[src/design/lzhc_pkg.sv]
// ----------------------------------------------------------------------------
// lzhc_pkg
// Shared types and constants for the LZ77 hash-chain lazy matcher.
// ----------------------------------------------------------------------------
package lzhc_pkg;

    // input op codes
    localparam logic OP_DATA = 1'b0;
    localparam logic OP_END  = 1'b1;

    // result kinds
    localparam logic [1:0] KIND_LITERAL = 2'd0;
    localparam logic [1:0] KIND_MATCH   = 2'd1;
    localparam logic [1:0] KIND_END     = 2'd2;

    // configuration register indexes
    localparam logic REG_MAX_CHAIN  = 1'b0;
    localparam logic REG_NICE_MATCH = 1'b1;

    localparam int CFG_W        = 11;
    localparam int MAX_CHAIN_W  = 11;
    localparam int NICE_MATCH_W = 9;
    localparam int LEN_W        = 9;
    localparam int DIST_W       = 16;

    localparam logic [10:0] MAX_CHAIN_RST  = 11'd160;
    localparam logic [8:0]  NICE_MATCH_RST = 9'd128;

    localparam logic [31:0] EMPTY_MARK  = 32'hFFFF_FFFF;
    localparam logic [31:0] BYTES_LIMIT = 32'hFFFF_FFFE;
    localparam logic [31:0] MIN_LEN     = 32'd3;

    // queue between front and back
    localparam int QUEUE_DEPTH = 4;
    localparam int QPTR_W      = 2;

    typedef struct packed {
        logic       is_end;
        logic [7:0] data_byte;
    } lzhc_cmd_t;

    typedef struct packed {
        logic clearing;
    } lzhc_status_t;

endpackage

[src/design/lzhc_queue.sv]
// ----------------------------------------------------------------------------
// lzhc_queue
// Small FIFO of classified commands between the front and the back.
// ----------------------------------------------------------------------------
module lzhc_queue (
    input  logic               aclk,
    input  logic               aresetn,
    input  logic               push,
    input  lzhc_pkg::lzhc_cmd_t push_data,
    input  logic               pop,
    output lzhc_pkg::lzhc_cmd_t pop_data,
    output logic               full,
    output logic               empty
);
    import lzhc_pkg::*;

    lzhc_cmd_t           mem_reg [QUEUE_DEPTH];
    logic [QPTR_W-1:0]   wr_ptr_reg, wr_ptr_next;
    logic [QPTR_W-1:0]   rd_ptr_reg, rd_ptr_next;
    logic [QPTR_W:0]     count_reg, count_next;

    assign full     = (count_reg == (QPTR_W+1)'(QUEUE_DEPTH));
    assign empty    = (count_reg == '0);
    assign pop_data = mem_reg[rd_ptr_reg];

    // pointer and count update
    always_comb begin
        wr_ptr_next = wr_ptr_reg;
        rd_ptr_next = rd_ptr_reg;
        count_next  = count_reg;
        if (push && !full) begin
            wr_ptr_next = wr_ptr_reg + 1'b1;
        end
        if (pop && !empty) begin
            rd_ptr_next = rd_ptr_reg + 1'b1;
        end
        if ((push && !full) && !(pop && !empty)) begin
            count_next = count_reg + 1'b1;
        end else if (!(push && !full) && (pop && !empty)) begin
            count_next = count_reg - 1'b1;
        end
    end

    always_ff @(posedge aclk) begin
        if (!aresetn) begin
            wr_ptr_reg <= '0;
            rd_ptr_reg <= '0;
            count_reg  <= '0;
        end else begin
            wr_ptr_reg <= wr_ptr_next;
            rd_ptr_reg <= rd_ptr_next;
            count_reg  <= count_next;
        end
    end

    // storage
    always_ff @(posedge aclk) begin
        if (push && !full) begin
            mem_reg[wr_ptr_reg] <= push_data;
        end
    end

endmodule

[config.mk]
export PLATFORM = sky130hd
export DESIGN_NAME = lzhc_queue
export DESIGN_NICKNAME = d
export VERILOG_FILES = /design/src/design/lzhc_pkg.sv /design/src/design/lzhc_queue.sv
export SDC_FILE = /design/constraint.sdc
export NUM_CORES = 1
export LEC_CHECK = 0
export ABC_AREA = 0
export BUFFER_PORTS_ARGS = -buffer_cell sky130_fd_sc_hd__buf_2
export CORE_UTILIZATION = 40
export CTS_CLUSTER_SIZE = 25
export DETAILED_ROUTE_END_ITERATION = 16
export PLACE_DENSITY = 0.58
export RECOVER_POWER = 50
export SETUP_SLACK_MARGIN = 0.5
export SYNTH_ARGS = -nofsm -noshare
export SYNTH_HDL_FRONTEND = slang
export SYNTH_SLANG_ARGS = --single-unit
[constraint.sdc]
create_clock -name aclk -period 2.25 [get_ports aclk]
set_input_delay 0.5625 -clock aclk [delete_from_list [all_inputs] [get_ports aclk]]
set_output_delay 0.5625 -clock aclk [all_outputs]
set_load 0.02 [all_outputs]
==> run metrics <==
most frequent cells in the layout=36 x edfxtp_1, 11 x clkbuf_1, 9 x mux4_2, 9 x buf_2, 8 x buf_4; Sink Count=45; synthesized cell area=1780 um2; overall power=~2.4 mW; status=completed; Hold Violations, Final=0; Setup violations, final=0; pin count of the biggest net entering global routing=14; WP data required=2470 ps; dpl ws=between 200 and 250 ps; core region area=4140 um2; htree depth=2; first-pass GRT wire length=around 4500 um; Worst-path clk slew=70 ps; sw frac=0.291; Routed Antenna Nets=0; vias per cell=approximately 5; max_cap viols=0; Final nets=150; setup_tns=0 ps; global route overflow=0; DRT Wirelength=between 2000 and 3000 um; post-synthesis net count=approximately 110; Synth Flop Type=edfxtp_1; Rel. slew slack=0.534; Routability Congestion=roughly 0.77; Final Max Tran Viols=0; final setup margin=roughly 210 ps; Hold Crit Depth=2; I/O Pins=24; Pwr Density=about 1100 nW/um2; Psw=0.707 mW; Iter 0 DRT Violations=roughly 110; root buffer cell=clkbuf_8; Worst Setup SP=count_reg[0]$_SDFFE_PN0P_; RR Endpoint=count_reg[2]$_SDFFE_PN0P_; detailed-route DRC error count=0; Crit. End Element=flop; # rows=23; Clk pwr share=0.204; Starting Density=0.430; Critical Path AT=between 2000 and 2500 ps; vias in the first global route=about 950; Seq/Total Area, Yosys=0.708; worst-margin pin slew=approximately 700 ps; Largest register FFs=36; Die Ht=between 60 and 70 um; fin util=0.519; Final period util=0.908; combinational power share=0.342; crit path capture=count_reg[2]$_SDFFE_PN0P_; Gate Count Post-Synth=95; RSZ-0062 raised after global routing=yes; Crit Path Class=flop to flop; Hold Buf Count CTS=0; Yosys reg bits=45; FMAX=489 MHz; most common cell after layout, fill and taps aside=edfxtp_1; average size of a mapped cell=roughly 19 um2; die width=68.7 um; Die ar.=~4700 um2; TritonCTS buffer count=5; worst r2r path cells=7; DRT Pass-1 Iters=4; critical-path maximum fanout=5; # diodes=0; FF-to-FF setup slack=210 ps; initial antenna violation count=0; layout cells sized above 1=0.386; CTS tree=yes; number of synthesized flops with an enable pin=36; Worst Hold Class=flop to flop; Layout Area Growth over Synthesis=20.7%; Startpoint Class=flop; GR Util All Layers=0.140; post-layout min period=~2000 ps; Distinct cells, synth=22; Via Count=roughly 890; internal power=between 1.5 and 2 mW; Max VDD drop=~450 uV; sequential share of power=0.454; Yosys warnings=0; CTS Buffer Depth=2; leakage power=between 0.7 and 0.8 nW; Filler cells=roughly 360; Routed WL per cell=roughly 15 um; clock skew=around 4.5 ps; r2r startpoint=count_reg[0]$_SDFFE_PN0P_; input/output buffers=23; Clock Latency Late Sink=290 ps; asr flop ratio synth=0
[metal layers]
metal  GRT usage  wire (um)
met2       0.227       1370
met1       0.174       1220
met3      0.0411        109
met5           0          0
met4      0.0587         38
[per-stage QoR]
stage | instances | hold WS, ps | cell area, um2
floorplan | 95 | 468 | 1820
global placement | 167 | 483 | 2000
detailed placement | 167 | 498 | 2000
CTS | 181 | 481 | 2170
global route | 182 | 521 | 2150
finish | 182 | 504 | 2150
[Yosys cell counts (2+ instances only)]
master     n  share of area
clkbuf_1   2         0.0042
edfxtp_1  36           0.61
and2_1     8          0.028
ha_1       5          0.035
mux2i_1    3          0.017
inv_1      3         0.0063
dfxtp_1    9           0.10
mux4_2     9           0.11
xnor2_1    3          0.015
nand2_1    4         0.0084
nor2b_1    2         0.0070
[power groups by stage]
stage	registers, mW	clock network (mW)	logic (mW)
final	1.10	0.494	0.830
after global routing	1.12	0.538	0.914
after CTS	1.12	0.506	0.844
after detailed placement	1.14	0	0.725
after global placement	1.14	0	0.704
after floorplan	1.11	0	0.544
[cell families after synthesis]
kind of cell    synth area share
compound gates            0.0190
xor+xnor                  0.0197
fa+ha+maj                 0.0463
buf+inv                   0.0197
flops                      0.708
mux                        0.131
simple gates              0.0569
[cell type report]
| cell class | instances | area, um2 | share of cell area |
|---|---|---|---|
| well taps | 50 | 62.6 | 0.0291 |
| flip-flops and latches | 45 | 1270 | 0.591 |
| multi-input cells | 43 | 502 | 0.233 |
| repair buffers | 33 | 214 | 0.0995 |
| inverters | 3 | 11.3 | 0.00524 |
| clock buffers | 8 | 90.1 | 0.0419 |
[worst max-delay path: stages, from the launching register on]
cell and delay (ps):
dfxtp_1 350, o31ai_1 470, ha_4 210, inv_2 40, fa_2 320, xor2_1 160
or3_1 310, a21boi_1 120
[what timing repair did]
| action | CTS | global route |
|---|---|---|
| resized for setup | 13 | 6 |
| pin swaps | 2 | 0 |
| buffers inserted | 6 | 1 |
| setup endpoints to repair | 10 | 47 |
[how the worst min path moves through the flow]
stage / startpoint / end / slack, ps
floorplan: wr_ptr_reg[1]$_SDFFE_PN0P_ / wr_ptr_reg[1]$_SDFFE_PN0P_ / 470
global placement: wr_ptr_reg[1]$_SDFFE_PN0P_ / wr_ptr_reg[1]$_SDFFE_PN0P_ / 480
detailed placement: wr_ptr_reg[1]$_SDFFE_PN0P_ / wr_ptr_reg[1]$_SDFFE_PN0P_ / 500
CTS: push_data[3] / mem_reg[2][3]$_DFFE_PP_ / 480
global route: push_data[4] / mem_reg[3][4]$_DFFE_PP_ / 520
finish: wr_ptr_reg[1]$_SDFFE_PN0P_ / wr_ptr_reg[1]$_SDFFE_PN0P_ / 500
No activity file was read; power rests on OpenSTA's default activity.
