**src/design/lzhc_pkg.sv**
```systemverilog
// ----------------------------------------------------------------------------
// lzhc_pkg
// Shared types and constants for the LZ77 hash-chain lazy matcher.
// ----------------------------------------------------------------------------
package lzhc_pkg;

    // input op codes
    localparam logic OP_DATA = 1'b0;
    localparam logic OP_END  = 1'b1;

    // result kinds
    localparam logic [1:0] KIND_LITERAL = 2'd0;
    localparam logic [1:0] KIND_MATCH   = 2'd1;
    localparam logic [1:0] KIND_END     = 2'd2;

    // configuration register indexes
    localparam logic REG_MAX_CHAIN  = 1'b0;
    localparam logic REG_NICE_MATCH = 1'b1;

    localparam int CFG_W        = 11;
    localparam int MAX_CHAIN_W  = 11;
    localparam int NICE_MATCH_W = 9;
    localparam int LEN_W        = 9;
    localparam int DIST_W       = 16;

    localparam logic [10:0] MAX_CHAIN_RST  = 11'd160;
    localparam logic [8:0]  NICE_MATCH_RST = 9'd128;

    localparam logic [31:0] EMPTY_MARK  = 32'hFFFF_FFFF;
    localparam logic [31:0] BYTES_LIMIT = 32'hFFFF_FFFE;
    localparam logic [31:0] MIN_LEN     = 32'd3;

    // queue between front and back
    localparam int QUEUE_DEPTH = 4;
    localparam int QPTR_W      = 2;

    typedef struct packed {
        logic       is_end;
        logic [7:0] data_byte;
    } lzhc_cmd_t;

    typedef struct packed {
        logic clearing;
    } lzhc_status_t;

endpackage

```
**src/design/lzhc_front.sv**
```systemverilog
// ----------------------------------------------------------------------------
// lzhc_front
// Accepts input beats, drops data after end or past the length limit and
// queues the rest as append or end commands.
// ----------------------------------------------------------------------------
module lzhc_front (
    input  logic                   aclk,
    input  logic                   aresetn,
    input  logic                   s_tvalid,
    output logic                   s_tready,
    input  logic [7:0]             s_tdata,   // [7:0] data_byte
    input  logic                   s_tuser,   // [0] op
    input  lzhc_pkg::lzhc_status_t status,
    input  logic                   q_full,
    output logic                   q_push,
    output lzhc_pkg::lzhc_cmd_t    q_data
);
    import lzhc_pkg::*;

    logic [31:0] bytes_reg, bytes_next;
    logic        ended_reg, ended_next;
    logic        beat;

    assign s_tready = !q_full && !status.clearing;
    assign beat     = s_tvalid && s_tready;

    // classify the beat
    always_comb begin
        bytes_next       = bytes_reg;
        ended_next       = ended_reg;
        q_push           = 1'b0;
        q_data.is_end    = (s_tuser == OP_END);
        q_data.data_byte = s_tdata;
        if (beat) begin
            if (s_tuser == OP_END) begin
                ended_next = 1'b1;
                q_push     = 1'b1;
            end else if (!ended_reg && bytes_reg < BYTES_LIMIT) begin
                bytes_next = bytes_reg + 32'd1;
                q_push     = 1'b1;
            end
        end
    end

    always_ff @(posedge aclk) begin
        if (!aresetn) begin
            bytes_reg <= '0;
            ended_reg <= 1'b0;
        end else begin
            bytes_reg <= bytes_next;
            ended_reg <= ended_next;
        end
    end

endmodule

```
**config.mk**
```make
export PLATFORM = sky130hd
export DESIGN_NAME = lzhc_front
export DESIGN_NICKNAME = d
export VERILOG_FILES = /design/src/design/lzhc_pkg.sv /design/src/design/lzhc_front.sv
export SDC_FILE = /design/constraint.sdc
export NUM_CORES = 1
export LEC_CHECK = 0
export BUFFER_PORTS_ARGS = -buffer_cell sky130_fd_sc_hd__buf_2
export CAP_MARGIN = 25
export CORE_MARGIN = 5
export CORE_UTILIZATION = 50
export CTS_BUF_LIST = sky130_fd_sc_hd__clkbuf_8
export DETAILED_ROUTE_END_ITERATION = 12
export MAX_ROUTING_LAYER = met4
export PLACE_DENSITY = 0.78
export SLEW_MARGIN = 10
export SYNTH_ARGS = -nofsm -noshare
export SYNTH_HDL_FRONTEND = slang
export SYNTH_SLANG_ARGS = --single-unit
```
**constraint.sdc**
```tcl
create_clock -name aclk -period 2.35 [get_ports aclk]
set_clock_uncertainty 0.15 [all_clocks]
set_input_delay 0.235 -clock aclk [delete_from_list [all_inputs] [get_ports aclk]]
set_output_delay 0.235 -clock aclk [all_outputs]
set_load 0.01 [all_outputs]
```
==> metrics.txt <==
DP Wirelength=between 2000 and 3000 um; status=complete, no violations; Final GP Congestion=between 0.8 and 0.9; Worst-path clk slew=approximately 70 ps; Post-synth top cells=dfxtp_1, a21oi_1, nand2_1; Root Buffer=clkbuf_8; Max-cap violations=0; Final Max Slew Viols=0; simple-gate share of the synthesized area=33.7%; post-synthesis sequential element count=33; relative slew slack=65.9%; final routed DRC violation total=0; I/O pins=25; # diodes=0; count leader, synth=dfxtp_1; Fmax=approximately 0.45 GHz; slowest stage delay, CP=between 300 and 400 ps; worst vdd ir=0.272 mV; GRT overflow=0; cell taking the most area after synthesis=dfxtp_1; Die X=70.1 um; Slowest cell on crit path=o41ai_4; Initial Utilization=52.9%; Synth Area in XOR/XNOR=0.485%; mux share of post-synthesis cell area=2.77%; critical path class=register to output pin; worst slew pin tran=slightly above 500 ps; largest family of logic cells by synthesized area=simple AND/OR/NAND/NOR gates; CTS tree=built; GR Util All Layers=18.5%; Final ANT Viol Nets=0; WP data arrival=~1900 ps; PwrDens=just under 500 mW/mm^2; final wirelength=about 4400 um; Critical Path Stages=6; Netlist cell types=40; Tcrit/Tclk final=95.4%; fraction of post-synthesis cell area in the top cell type by area=36.6%; Via Count=roughly 1700; Comb pwr share=under 10%; Worst Path Max Fanout=3; max reg flops=32; final core utilization=roughly 65%; CP Launch Type=register; die extent in y=70.1 um; initial antenna violation count=0; Synth Area in Adders=less than 1%; Syn. warnings=0; Max Buffers Root-to-Sink=2; CP cell instances=and4_2, nand4_1, buf_4, o41ai_4, a21oi_1, buf_2; Total Nets Final=270; minimum clock period=about 2200 ps; Clock Latency Late Sink=about 290 ps; Design Power=1.07 mW; Core Footprint=0.00342 sq mm; WHS Path Cells=3; layout overhead on the synthesized area=22.0%; sequential fraction of the synthesis area=a little over a third; syn avg cell area=about 8 sq um; Async SR Flop Fraction=0%; top cells by area, synth=dfxtp_1, a21oi_1, nand2_1, o31ai_1, or4_1; first-pass GRT wire length=7240 um; I/O Buffers=8; pin count of the biggest net entering global routing=27; Internal=roughly 0.84 mW; clock power share=between 40 and 50%; Crit path required time=between 1500 and 2000 ps; RSZ-0062 raised after global routing=false; syn_nets=236; Wirelength per Cell=between 10 and 15 um; Main synth FF type=dfxtp_1; Die ar.=about 0.005 sq mm; Post-synth EDFFs=0; share of cells above drive strength 1=a little over a quarter; Fin Hold WS=63.8 ps; total clock sinks=33; Net Sw Frac=22.0%; DR vias/cell=between 5 and 6; FF-to-FF path depth=6; cell family with most CP delay=compound AO/OA/AOI/OAI gates; Hold Fails Final Rpt=0; Sequential Power Share=between 50 and 60%; Hold Path Class=primary input to register; H-tree levels=2; Detailed Route Iter0 Violations=approximately 120; FP Rows=21; compound-gate portion of the synthesized area=18.2%; synthesized area=approximately 0.0018 sq mm; CTS Buf Count=5; final setup violating endpoints=0; Leak=a little under 0.8 nW; 1st-pass router iterations=4; crit path buf inv count=2; Net Sw Power=0.236 mW; cells after synthesis=between 200 and 250; vias in the first global route=1662; Critical Path End Type=output pin
area by class of cell:
cell class / instances / area (sq um)
Fill cell: 292 / 1210
Multi-Input combinational cell: 164 / 1040
Sequential cell: 33 / 661
Timing Repair Buffer: 46 / 325
Clock buffer: 7 / 96.3
Tap cell: 46 / 57.6
Inverter: 5 / 18.8
Clock inverter: 1 / 5.00
cell usage in the layout (no fill, tap or decap), drive strengths merged, types with 2 or more instances in the layout:
master,Yosys,routed
buf,11,46
dfxtp,33,33
a21oi,25,25
nand2,22,22
or3,14,14
o21ai,13,13
o31ai,11,11
or4,11,11
nand3,11,11
nand4,8,8
nand2b,7,7
clkbuf,8,7
nor2,6,6
nor3,6,6
mux2i,5,5
inv,4,4
and4,4,4
nor4,3,3
and2,3,3
and3,3,3
o41ai,3,3
clkinv,1,2
power groups by stage:
stage / Sequential [mW] / Clock (mW) / Combinational [mW]
after floorplan: 0.574 / 0 / 0.0368
after global placement: 0.574 / 0 / 0.0351
after detailed placement: 0.575 / 0 / 0.0362
after CTS: 0.562 / 0.479 / 0.0363
after global routing: 0.562 / 0.513 / 0.0410
final: 0.562 / 0.475 / 0.0369
worst min-delay path, delay by kind of cell:
| family | cells | cell delay [ps] |
|---|---|---|
| buffers and inverters | 1 | 100 |
| AOI/OAI and AO/OA | 1 | 70 |
| and+or+nand+nor | 1 | 70 |
cells by family (layout without fill, tap and decap cells):
group	count (synthesis)	after routing
AND/OR/NAND/NOR	102	102
multiplexers	5	5
AO/OA/AOI/OAI	55	55
XOR/XNOR	1	1
flip-flops	33	33
buffers and inverters	24	59
adder cells (fa/ha/maj)	1	1
per-stage QoR:
step | setup slack [ps] | std cells | cell area, sq um | setup TNS [ps]
after global placement | 31.7 | 291 | 2070 | 0
after CTS | 57.2 | 302 | 2190 | 0
after detailed placement | -45.2 | 291 | 2070 | -143
after floorplan | 199 | 221 | 1810 | 0
final | 108 | 302 | 2200 | 0
after global routing | 10.1 | 302 | 2200 | 0
routing by layer:
layer / share of wire [%] / wire length (um) / track usage, %
met5: 0 / 0 / -
met4: 1.6 / 68 / 7.45
met3: 4.5 / 194 / 5.02
met2: 48 / 2090 / 29.0
met1: 46 / 2000 / 22.4
repair_timing:
item	in CTS	in global routing
buffers inserted	3	0
resized for setup	0	2
endpoints found under the setup margin	4	1
hold buffers	0	0
pin swaps	1	0
path summary, 6_finish.rpt:
kind	startpoint	end	slack [ps]
worst max-delay path	bytes_reg[27]	q_push	110
worst min-delay path	s_tvalid	ended_reg	60
worst min register to register	bytes_reg[23]	bytes_reg[23]	340
worst max register to register	bytes_reg[27]	bytes_reg[10]	150
Note: power is estimated with default switching activity, not from simulation.
